## src/hdl/kle_pkg.sv

```systemverilog
// shared constants, key codes and controller/datapath interface types for the line editor
package kle_pkg;

    // line buffer geometry
    localparam int LINE_CAP = 128;
    localparam int PTR_W    = $clog2(LINE_CAP);
    localparam int CNT_W    = $clog2(LINE_CAP + 1);
    localparam int WIDE_W   = (CNT_W > 8) ? CNT_W : 8;

    // field widths
    localparam int KEY_W  = 16;
    localparam int CODE_W = 9;
    localparam int RPOS_W = 7;
    localparam int CHAR_W = 8;
    localparam int MAXL_W = 8;
    localparam int DATA_W = 32;
    localparam int ADDR_W = 3;

    // configuration register index and reset value
    localparam logic             CFG_IDX_MAX_LEN = 1'b0;
    localparam logic [MAXL_W-1:0] MAX_LEN_RST    = 8'd80;

    // key codes, extended keys carry bit 8
    localparam logic [CODE_W-1:0] KEY_ENTER    = 9'd13;
    localparam logic [CODE_W-1:0] KEY_ESC      = 9'd27;
    localparam logic [CODE_W-1:0] KEY_BKSP     = 9'd8;
    localparam logic [CODE_W-1:0] KEY_LEFT     = 9'd331;
    localparam logic [CODE_W-1:0] KEY_RIGHT    = 9'd333;
    localparam logic [CODE_W-1:0] KEY_INS      = 9'd338;
    localparam logic [CODE_W-1:0] KEY_DEL      = 9'd339;
    localparam logic [CODE_W-1:0] KEY_END      = 9'd335;
    localparam logic [CODE_W-1:0] KEY_HOME     = 9'd327;
    localparam logic [CODE_W-1:0] KEY_CTRL_END = 9'd373;
    localparam logic [CODE_W-1:0] PRINT_LO     = 9'd32;
    localparam logic [CODE_W-1:0] PRINT_HI     = 9'd127;

    // commands from controller to datapath
    typedef struct packed {
        logic load;
        logic shift_init;
        logic rd;
        logic wr;
        logic put;
        logic close;
        logic apply;
        logic out_load;
    } kle_cmd_t;

    // status from datapath to controller
    typedef struct packed {
        logic is_read;
        logic is_print;
        logic need_open;
        logic need_close;
        logic more;
        logic shift_up;
        logic out_free;
    } kle_sts_t;

endpackage

```

## src/hdl/kle_ram.sv

```systemverilog
// generic simple dual-port ram with registered read
module kle_ram #(
    parameter int WIDTH = 8,
    parameter int DEPTH = 128
) (
    input  logic                     clk,
    input  logic                     wr_en,
    input  logic [$clog2(DEPTH)-1:0] wr_addr,
    input  logic [WIDTH-1:0]         wr_data,
    input  logic                     rd_en,
    input  logic [$clog2(DEPTH)-1:0] rd_addr,
    output logic [WIDTH-1:0]         rd_data
);

    logic [WIDTH-1:0] mem [DEPTH];
    logic [WIDTH-1:0] rd_data_reg;

    // write port
    always_ff @(posedge clk)
    begin
        if (wr_en)
        begin
            mem[wr_addr] <= wr_data;
        end
    end

    // registered read port, holds while idle
    always_ff @(posedge clk)
    begin
        if (rd_en)
        begin
            rd_data_reg <= mem[rd_addr];
        end
    end

    assign rd_data = rd_data_reg;

endmodule

```

## src/hdl/kle_ctrl.sv

```systemverilog
// sequencing state machine of the line editor
module kle_ctrl (
    input  logic              clk,
    input  logic              rst_n,
    input  logic              in_valid,
    output logic              in_stall,
    input  kle_pkg::kle_sts_t sts,
    output kle_pkg::kle_cmd_t cmd
);
    import kle_pkg::*;

    typedef enum logic [6:0] {
        S_IDLE   = 7'b0000001,
        S_DECODE = 7'b0000010,
        S_SH_RD  = 7'b0000100,
        S_SH_WR  = 7'b0001000,
        S_PUT    = 7'b0010000,
        S_CLOSE  = 7'b0100000,
        S_FINISH = 7'b1000000
    } state_t;

    state_t state_reg;
    state_t state_next;

    // new requests only in idle
    assign in_stall = (state_reg != S_IDLE);

    // next state and commands
    always_comb
    begin
        state_next = state_reg;
        cmd        = '0;
        case (state_reg)
            S_IDLE:
            begin
                if (in_valid)
                begin
                    cmd.load   = 1'b1;
                    state_next = S_DECODE;
                end
            end
            S_DECODE:
            begin
                if (sts.is_read)
                begin
                    cmd.rd     = 1'b1;
                    state_next = S_FINISH;
                end
                else if (sts.need_open || sts.need_close)
                begin
                    cmd.shift_init = 1'b1;
                    state_next     = S_SH_RD;
                end
                else if (sts.is_print)
                begin
                    state_next = S_PUT;
                end
                else
                begin
                    cmd.apply  = 1'b1;
                    state_next = S_FINISH;
                end
            end
            S_SH_RD:
            begin
                if (sts.more)
                begin
                    cmd.rd     = 1'b1;
                    state_next = S_SH_WR;
                end
                else if (sts.shift_up)
                begin
                    state_next = S_PUT;
                end
                else
                begin
                    state_next = S_CLOSE;
                end
            end
            S_SH_WR:
            begin
                cmd.wr     = 1'b1;
                state_next = S_SH_RD;
            end
            S_PUT:
            begin
                cmd.put    = 1'b1;
                state_next = S_FINISH;
            end
            S_CLOSE:
            begin
                cmd.close  = 1'b1;
                state_next = S_FINISH;
            end
            S_FINISH:
            begin
                if (sts.out_free)
                begin
                    cmd.out_load = 1'b1;
                    state_next   = S_IDLE;
                end
            end
            default:
            begin
                state_next = S_IDLE;
            end
        endcase
    end

    // state register
    always_ff @(posedge clk or negedge rst_n)
    begin
        if (!rst_n)
        begin
            state_reg <= S_IDLE;
        end
        else
        begin
            state_reg <= state_next;
        end
    end

`ifndef ASSERT_OFF
    a_accept_decode: assert property (@(posedge clk) disable iff (!rst_n)
        (in_valid && !in_stall) |=> (state_reg == S_DECODE))
        else $error("accepted request did not reach decode");

    a_wr_after_rd: assert property (@(posedge clk) disable iff (!rst_n)
        (state_reg == S_SH_WR) |-> $past(state_reg == S_SH_RD))
        else $error("shift write without preceding read");
`endif

endmodule

```

## src/hdl/kle_dp.sv

```systemverilog
// line editor datapath: line ram, length, cursor, insert flag, limit and result register
module kle_dp (
    input  logic                          clk,
    input  logic                          rst_n,
    input  kle_pkg::kle_cmd_t             cmd,
    output kle_pkg::kle_sts_t             sts,
    input  logic                          func,
    input  logic [kle_pkg::KEY_W-1:0]     key_word,
    input  logic [kle_pkg::RPOS_W-1:0]    read_pos,
    output logic                          out_valid,
    input  logic                          out_stall,
    output logic [7:0]                    cursor_pos,
    output logic [7:0]                    line_length,
    output logic                          insert_on,
    output logic                          finished,
    output logic [kle_pkg::CHAR_W-1:0]    read_char,
    input  logic                          psel,
    input  logic                          penable,
    input  logic                          pwrite,
    input  logic [kle_pkg::ADDR_W-1:0]    paddr,
    input  logic [kle_pkg::DATA_W-1:0]    pwdata,
    output logic [kle_pkg::DATA_W-1:0]    prdata
);
    import kle_pkg::*;

    // editor state
    logic [CNT_W-1:0]  len_reg, len_next;
    logic [CNT_W-1:0]  cur_reg, cur_next;
    logic              ins_reg, ins_next;
    logic [MAXL_W-1:0] max_len_reg;
    logic [CNT_W-1:0]  idx_reg, idx_next;
    logic              up_reg, up_next;
    logic              fin_reg, fin_next;

    // latched request
    logic              func_reg;
    logic [CODE_W-1:0] code_reg;
    logic [RPOS_W-1:0] rpos_reg;

    // result register
    logic              out_valid_reg, out_valid_next;
    logic [7:0]        cursor_out_reg;
    logic [7:0]        length_out_reg;
    logic              insert_out_reg;
    logic              fin_out_reg;
    logic [CHAR_W-1:0] char_out_reg;

    // ram ports
    logic              ram_we;
    logic [PTR_W-1:0]  ram_wa;
    logic [CHAR_W-1:0] ram_wd;
    logic              ram_re;
    logic [PTR_W-1:0]  ram_ra;
    logic [CHAR_W-1:0] ram_rd;

    // widened views for compares
    logic [WIDE_W-1:0] lim_w;
    logic [WIDE_W-1:0] max_w;
    logic [WIDE_W-1:0] len_w;
    logic [WIDE_W-1:0] cur_w;
    logic [WIDE_W-1:0] idx_w;
    logic [CNT_W-1:0]  shift_src;
    logic [CNT_W-1:0]  len_base;
    logic [CNT_W-1:0]  cur_inc;
    logic [CODE_W-1:0] code_in;
    logic              cfg_wr;
    logic              cur_ok;

    assign max_w = WIDE_W'(max_len_reg);
    assign lim_w = (max_w > WIDE_W'(LINE_CAP)) ? WIDE_W'(LINE_CAP) : max_w;
    assign len_w = WIDE_W'(len_reg);
    assign cur_w = WIDE_W'(cur_reg);
    assign idx_w = WIDE_W'(idx_reg);
    assign cur_ok  = (cur_w < lim_w);
    assign cur_inc = cur_reg + CNT_W'(1);

    // key code: zero low byte selects the extended scan code
    assign code_in = (key_word[7:0] == 8'd0) ? {1'b1, key_word[15:8]} : {1'b0, key_word[7:0]};

    // status toward the controller
    always_comb
    begin
        sts.is_read    = func_reg;
        sts.is_print   = (code_reg >= PRINT_LO) && (code_reg < PRINT_HI);
        sts.need_open  = sts.is_print && ins_reg && (len_w < lim_w);
        sts.need_close = ((code_reg == KEY_DEL) && (cur_w < len_w)) ||
                         ((code_reg == KEY_BKSP) && (cur_reg != '0));
        sts.more       = up_reg ? (idx_w > cur_w) : ((idx_w + WIDE_W'(1)) < len_w);
        sts.shift_up   = up_reg;
        sts.out_free   = !out_valid_reg || !out_stall;
    end

    // tail shift source: one below when opening, one above when closing
    assign shift_src = up_reg ? (idx_reg - CNT_W'(1)) : (idx_reg + CNT_W'(1));
    assign len_base  = sts.need_open ? (len_reg + CNT_W'(1)) : len_reg;

    // ram port muxing
    always_comb
    begin
        ram_re = cmd.rd;
        ram_ra = func_reg ? PTR_W'(rpos_reg) : shift_src[PTR_W-1:0];
        ram_we = 1'b0;
        ram_wa = idx_reg[PTR_W-1:0];
        ram_wd = ram_rd;
        if (cmd.wr)
        begin
            ram_we = 1'b1;
        end
        else if (cmd.put && cur_ok)
        begin
            ram_we = 1'b1;
            ram_wa = cur_reg[PTR_W-1:0];
            ram_wd = code_reg[CHAR_W-1:0];
        end
    end

    // editor state updates
    always_comb
    begin
        len_next = len_reg;
        cur_next = cur_reg;
        ins_next = ins_reg;
        idx_next = idx_reg;
        up_next  = up_reg;
        fin_next = fin_reg;
        if (cmd.load)
        begin
            fin_next = 1'b0;
        end
        else if (cmd.shift_init)
        begin
            up_next = sts.is_print;
            if (sts.is_print)
            begin
                idx_next = len_reg;
            end
            else if (code_reg == KEY_DEL)
            begin
                idx_next = cur_reg;
            end
            else
            begin
                idx_next = cur_reg - CNT_W'(1);
            end
        end
        else if (cmd.wr)
        begin
            idx_next = shift_src;
        end
        else if (cmd.put)
        begin
            len_next = len_base;
            if (cur_ok)
            begin
                cur_next = cur_inc;
                if (cur_inc > len_base)
                begin
                    len_next = cur_inc;
                end
            end
        end
        else if (cmd.close)
        begin
            len_next = len_reg - CNT_W'(1);
            if (code_reg == KEY_BKSP)
            begin
                cur_next = cur_reg - CNT_W'(1);
            end
        end
        else if (cmd.apply)
        begin
            case (code_reg)
                KEY_LEFT:
                begin
                    if (cur_reg != '0)
                    begin
                        cur_next = cur_reg - CNT_W'(1);
                    end
                end
                KEY_RIGHT:
                begin
                    if (cur_w < len_w)
                    begin
                        cur_next = cur_inc;
                    end
                end
                KEY_INS:      ins_next = !ins_reg;
                KEY_END:      cur_next = len_reg;
                KEY_HOME:     cur_next = '0;
                KEY_CTRL_END: len_next = cur_reg;
                KEY_ENTER:    fin_next = 1'b1;
                KEY_ESC:      fin_next = 1'b1;
                default:      fin_next = fin_reg;
            endcase
        end
        else if (cmd.out_load && fin_reg)
        begin
            // session ends: cursor returns home after reporting
            cur_next = '0;
        end
    end

    // control registers
    always_ff @(posedge clk or negedge rst_n)
    begin
        if (!rst_n)
        begin
            len_reg       <= '0;
            cur_reg       <= '0;
            ins_reg       <= 1'b0;
            fin_reg       <= 1'b0;
            up_reg        <= 1'b0;
            idx_reg       <= '0;
            max_len_reg   <= MAX_LEN_RST;
            out_valid_reg <= 1'b0;
        end
        else
        begin
            len_reg       <= len_next;
            cur_reg       <= cur_next;
            ins_reg       <= ins_next;
            fin_reg       <= fin_next;
            up_reg        <= up_next;
            idx_reg       <= idx_next;
            out_valid_reg <= out_valid_next;
            if (cfg_wr)
            begin
                max_len_reg <= pwdata[MAXL_W-1:0];
            end
        end
    end

    // configuration write and read
    assign cfg_wr = psel && penable && pwrite && (paddr[2] == CFG_IDX_MAX_LEN);
    assign prdata = (paddr[2] == CFG_IDX_MAX_LEN) ? DATA_W'(max_len_reg) : '0;

    // request capture
    always_ff @(posedge clk)
    begin
        if (cmd.load)
        begin
            func_reg <= func;
            code_reg <= code_in;
            rpos_reg <= read_pos;
        end
    end

    // result register
    assign out_valid_next = cmd.out_load ? 1'b1 : (out_valid_reg && out_stall);

    always_ff @(posedge clk)
    begin
        if (cmd.out_load)
        begin
            cursor_out_reg <= 8'(cur_reg);
            length_out_reg <= 8'(len_reg);
            insert_out_reg <= ins_reg;
            fin_out_reg    <= fin_reg;
            if (func_reg && (WIDE_W'(rpos_reg) < len_w))
            begin
                char_out_reg <= ram_rd;
            end
            else
            begin
                char_out_reg <= '0;
            end
        end
    end

    assign out_valid   = out_valid_reg;
    assign cursor_pos  = cursor_out_reg;
    assign line_length = length_out_reg;
    assign insert_on   = insert_out_reg;
    assign finished    = fin_out_reg;
    assign read_char   = char_out_reg;

    // line buffer
    kle_ram #(
        .WIDTH (CHAR_W),
        .DEPTH (LINE_CAP)
    ) u_line_ram (
        .clk     (clk),
        .wr_en   (ram_we),
        .wr_addr (ram_wa),
        .wr_data (ram_wd),
        .rd_en   (ram_re),
        .rd_addr (ram_ra),
        .rd_data (ram_rd)
    );

`ifndef ASSERT_OFF
    a_cur_in_line: assert property (@(posedge clk) disable iff (!rst_n)
        cur_reg <= len_reg)
        else $error("cursor beyond line length");

    a_len_in_cap: assert property (@(posedge clk) disable iff (!rst_n)
        len_w <= WIDE_W'(LINE_CAP))
        else $error("line length beyond capacity");

    a_shift_in_line: assert property (@(posedge clk) disable iff (!rst_n)
        cmd.wr |-> (idx_w <= len_w))
        else $error("tail shift writes past the line");
`endif

endmodule

```

## src/hdl/keystroke_line_editor.sv

```systemverilog
// keystroke line editor: top level joining the controller and the datapath
//
// Input channel (in_valid/in_stall, func, key_word, read_pos): one request per
// keystroke (func 0) or per character read (func 1). Output channel
// (out_valid/out_stall): exactly one result per request, in order, with the
// cursor, length, insert flag, finished flag and the character read.
// The APB port holds max_len at byte address 0; the user must see that it is
// written only while idle, as the block itself does not enforce this. One
// request is worked on at a time; in_stall is high from acceptance until its
// result is loaded into the output register. An insert, delete or backspace
// moves the tail characters through the single line ram, one read and one
// write per character.
// A new request is taken as soon as the result is in the output register.
// When the receiver stalls, the result holds in the output register and the
// next request waits in its final step until that register frees.
// Reset clears length, cursor and insert flag, sets max_len to 80, and drops
// out_valid; line contents are undefined until written.
module keystroke_line_editor (
    input  logic                          clk,
    input  logic                          rst_n,
    input  logic                          in_valid,
    output logic                          in_stall,
    input  logic                          func,
    input  logic [kle_pkg::KEY_W-1:0]     key_word,
    input  logic [kle_pkg::RPOS_W-1:0]    read_pos,
    output logic                          out_valid,
    input  logic                          out_stall,
    output logic [7:0]                    cursor_pos,
    output logic [7:0]                    line_length,
    output logic                          insert_on,
    output logic                          finished,
    output logic [kle_pkg::CHAR_W-1:0]    read_char,
    input  logic                          psel,
    input  logic                          penable,
    input  logic                          pwrite,
    input  logic [kle_pkg::ADDR_W-1:0]    paddr,
    input  logic [kle_pkg::DATA_W-1:0]    pwdata,
    output logic [kle_pkg::DATA_W-1:0]    prdata,
    output logic                          pready
);
    import kle_pkg::*;

    kle_cmd_t cmd;
    kle_sts_t sts;

    // register port has no wait states
    assign pready = 1'b1;

    // sequencer
    kle_ctrl u_ctrl (
        .clk      (clk),
        .rst_n    (rst_n),
        .in_valid (in_valid),
        .in_stall (in_stall),
        .sts      (sts),
        .cmd      (cmd)
    );

    // line storage and editing datapath
    kle_dp u_dp (
        .clk         (clk),
        .rst_n       (rst_n),
        .cmd         (cmd),
        .sts         (sts),
        .func        (func),
        .key_word    (key_word),
        .read_pos    (read_pos),
        .out_valid   (out_valid),
        .out_stall   (out_stall),
        .cursor_pos  (cursor_pos),
        .line_length (line_length),
        .insert_on   (insert_on),
        .finished    (finished),
        .read_char   (read_char),
        .psel        (psel),
        .penable     (penable),
        .pwrite      (pwrite),
        .paddr       (paddr),
        .pwdata      (pwdata),
        .prdata      (prdata)
    );

endmodule

```

## config.mk

```make
export PLATFORM = sky130hd
export DESIGN_NAME = keystroke_line_editor
export DESIGN_NICKNAME = d
export VERILOG_FILES = /design/src/hdl/kle_pkg.sv /design/src/hdl/kle_ram.sv /design/src/hdl/kle_ctrl.sv /design/src/hdl/kle_dp.sv /design/src/hdl/keystroke_line_editor.sv
export SDC_FILE = /design/constraint.sdc
export NUM_CORES = 2
export LEC_CHECK = 0
export ABC_CLOCK_PERIOD_IN_PS = 11420
export BUFFER_PORTS_ARGS = -buffer_cell sky130_fd_sc_hd__buf_4
export CORE_ASPECT_RATIO = 1.5
export CORE_MARGIN = 2
export CORE_UTILIZATION = 55
export CTS_CLUSTER_SIZE = 28
export DETAILED_ROUTE_END_ITERATION = 16
export PLACE_DENSITY = 0.72
export REMOVE_ABC_BUFFERS = 1
export SLEW_MARGIN = 20
export SYNTH_ARGS = -nofsm -noshare
export SYNTH_HDL_FRONTEND = slang
export SYNTH_SLANG_ARGS = --single-unit
export TNS_END_PERCENT = 1
```

## constraint.sdc

```tcl
create_clock -name clk -period 11.42 [get_ports clk]
set_clock_uncertainty 0.15 [all_clocks]
set_input_delay 1.713 -clock clk [delete_from_list [all_inputs] [get_ports clk]]
set_output_delay 1.713 -clock clk [all_outputs]
set_load 0.01 [all_outputs]
```

==> implementation parameters <==
Parameter                              Value

Timing
  Slew at the pin closest to its max-slew limit ... 1180 ps
  Max frequency ... 0.163 GHz
  Number of setup violations in the final report ... 0
  Post-route clock period utilization ... 53.7%
  Clock period minus final worst setup slack ... 6130 ps
  Setup repair after global routing missed its margin ... false
  Slew Limit Headroom ... 20.8%
  Number of hold-slack violations in the final timing report ... 0
  Max-slew violation count ... 0

Floorplan
  Die boundary height ... 373 um
  # IOs ... roughly 130
  Die W ... 250 um
  Site Rows ... around 140
  Core outline area ... 90000 um2
  Die Outline Area ... 93200 um2
  Effective utilization at floorplan ... between 50% and 60%

Power
  Power per cell area ... 225 nW/um2
  Maximum vdd drop ... 0.141 mV
  Flop pwr share ... 39.3%
  Overall Power ... 12.3 mW
  Share of total power in the clock network ... 27.1%
  Internal power of the cells ... between 7 and 8 mW
  Static Leakage ... 18.5 nW
  Switching fraction of total power ... 35.3%
  Net Sw Power ... 4.33 mW
  Logic pwr share ... 33.6%

Setup path
  Chain of cells forming the critical path ... inv_1 -> ha_1 -> mux2i_4 -> buf_4 -> mux2i_4 -> nand2_8 -> buf_4 -> buf_4 -> mux4_2 -> a32o_1 -> o211ai_1 -> a22oi_1
  Kind of start point of the critical path ... flop
  Cell with the most instances on the worst path ... sky130_fd_sc_hd__buf_4
  Crit path max-delay cell type ... sky130_fd_sc_hd__buf_4
  CP Data Arrival Time ... approximately 6400 ps
  Peak per-stage delay on the critical path ... 840 ps
  Combined buffer and inverter count along the critical path ... 4
  Worst path required time ... 11660 ps
  Kind of end point of the critical path ... flop
  Category of cells accounting for the largest share of critical-path delay ... buffers and inverters
  Critical path fanouts, max ... 73
  Start-to-end type of the worst setup path ... reg2reg

Placement
  Final Wtd Congestion ... roughly 1.0
  Post-DP HPWL ... 83500 um
  Port bufs ... 75
  Number of placed instances, taps included ... 4525

Logic synthesis
  Post-synth EDFFs ... 1075
  Distinct cells, synth ... 97
  Count of state elements after synthesis ... ~1100
  Post-Synthesis Cells ... 3450
  Synthesized area ... 49900 um2
  Sequential area share after synthesis ... 66.9%
  Most used flip-flop cell after synthesis ... sky130_fd_sc_hd__edfxtp_1
  Mean cell area of the mapped netlist ... between 10 and 15 um2
  Post-synth ARST share ... 3.85%
  Yosys warnings ... 0

Cells and area
  Max FFs per register ... ~1000
  Share of cells above drive strength 1 ... 14.7%
  Layout net count ... 3583
  Count of non-filler cells in the finished layout ... 4707
  Area Overhead vs Synth ... 9.35%
  Utilization after layout ... about three fifths

Routing
  Total iterations of the first detailed-routing run ... 5
  Iter 0 DRT Violations ... 3256
  DRC viols ... 0
  DR WL/cell ... 28.2 um
  Vias ... a little over 30000
  Antenna viol nets, final ... 0
  Post-DR vias/cell ... 6.56
  Detailed-route wire length ... around 130000 um

Flow run
  Max-capacitance violation count ... 0

Clock network
  Clock insertion delay at the later pin of the skew report ... 700 ps
  Clock slew at reported path FFs ... 70 ps
  Post-CTS resize count ... 0
  Setup repair bufs after CTS ... 0
  Clock buffers created by TritonCTS ... 96
  Count of hold buffers inserted by post-cts repair ... 0
  Clock tree from TritonCTS ... done
  H-tree levels ... 3
  Clock tree sinks ... 1118
  Maximum count of clock buffers along a single path ... 3
  Root Buffer Master ... sky130_fd_sc_hd__clkbuf_16

Min path
  Class of the tightest hold or removal check ... reg2reg

Global route
  Final global-route overflow total ... 0
  Global-route wire length before repair ... 196000 um
  Number of antenna violations at the first check in global routing ... 2
  Largest net degree at the start of global routing ... about 150
  Total Routing Usage GR ... 28.5%
  Via count of the first global-routing pass ... approximately 31000

Run status
  Result of the run ... finished clean
[layout by cell type (no fill, tap or decap), drive strengths merged, types with 23 or more instances in the layout]
master / instances
a31oi: 33
edfxtp: 1075
and3: 46
buf: 131
a22oi: 33
nor4: 56
nand4: 23
ha: 57
inv: 94
nand3: 55
dfrtp: 40
a211oi: 66
mux2: 38
nor2: 228
a21o: 29
nand3b: 47
clkbuf: 112
conb: 25
o21ai: 50
clkinv: 54
mux4: 138
mux2i: 96
xnor2: 39
a21oi: 141
nand2: 384
nor3: 63
or3b: 42
[kinds of logic after synthesis]
group,count (synthesis),share of synthesized area (%)
flops,1118,66.9
simple gates,1083,11.0
compound gates,538,7.56
buf+inv,337,3.26
mux,272,9.06
fa+ha+maj,57,1.43
xor+xnor,43,0.770
other cells,2,0.0151
[worst paths after layout]
kind	startpoint	to	slack, ps	cells after the start
worst max register to register	u_dp.idx_reg[0]$_DFFE_PN0P_	u_dp.u_line_ram.rd_data[0]$_DFFE_PP_	5290	12
min in group asynchronous	rst_n	u_dp.max_len_reg[1]$_DFFE_PN0P_	870	1
max in group asynchronous	rst_n	u_dp.idx_reg[2]$_DFFE_PN0P_	9760	1
worst min-delay path	u_dp.ins_reg$_DFFE_PN0P_	u_dp.insert_on$_DFFE_PP_	300	0
worst min register to register	u_dp.ins_reg$_DFFE_PN0P_	u_dp.insert_on$_DFFE_PP_	300	0
worst max-delay path	u_dp.idx_reg[0]$_DFFE_PN0P_	u_dp.u_line_ram.rd_data[0]$_DFFE_PP_	5290	12
[worst reg2reg max path: cells and delay by family, from the launching register on]
kind,cells,cell delay (ps)
AO/OA/AOI/OAI,3,880
adder cells (fa/ha/maj),1,350
buffers and inverters,4,2290
flip-flops,1,670
multiplexers,3,940
AND/OR/NAND/NOR,1,550
[synth_stat cells, drive strengths merged, types with 55 or more instances]
| library cell | instances | area share [%] |
|---|---|---|
| nand2 | 384 | 2.9 |
| ha | 57 | 1.4 |
| mux2i | 96 | 2.0 |
| nand3 | 55 | 0.55 |
| a21oi | 141 | 1.4 |
| a211oi | 66 | 0.99 |
| mux4 | 138 | 6.2 |
| clkbuf | 86 | 0.65 |
| nor3 | 63 | 0.64 |
| edfxtp | 1075 | 65 |
| inv | 91 | 0.68 |
| buf | 156 | 1.9 |
| nor2 | 228 | 1.7 |
| nor4 | 56 | 0.71 |
[power by group through the flow]
stage | combinational, mW | sequential (mW) | clock (mW)
global route | 4.37 | 4.83 | 3.49
detailed placement | 4.05 | 4.90 | 0
floorplan | 2.96 | 4.88 | 0
global placement | 4.00 | 4.90 | 0
finish | 4.12 | 4.82 | 3.33
CTS | 4.07 | 4.82 | 3.36
[per-stage QoR]
stage | instance area, um2 | setup WS (ps) | hold slack [ps] | TNS [ps]
after floorplan | 48700 | -9520 | 275 | -75490
after global placement | 51300 | 5310 | 281 | 0
after detailed placement | 51300 | 5380 | 283 | 0
after CTS | 54500 | 5380 | 299 | 0
after global routing | 54500 | 5050 | 315 | 0
final | 54500 | 5290 | 299 | 0
[per-layer routing]
layer  global-route usage [%]  routed length, um  up-vias
met3                     4.85              10200      418
met1                     32.9              46100    15500
met2                     48.4              66300     1584
li1                         -                  -    13400
met5                        0                  0        -
met4                     19.8              10100        0
[area by class of cell]
cell class / instances / area [um2]
Fill cell: 6642 / 35500
Sequential cell: 1118 / 33400
Multi-Input combinational cell: 2018 / 15200
Clock buffer: 112 / 2530
Tap cell: 1164 / 1460
Timing Repair Buffer: 131 / 1030
Clock inverter: 68 / 656
Inverter: 95 / 357
Antenna cell: 1 / 2.50
(Power assumes the default switching activity.)
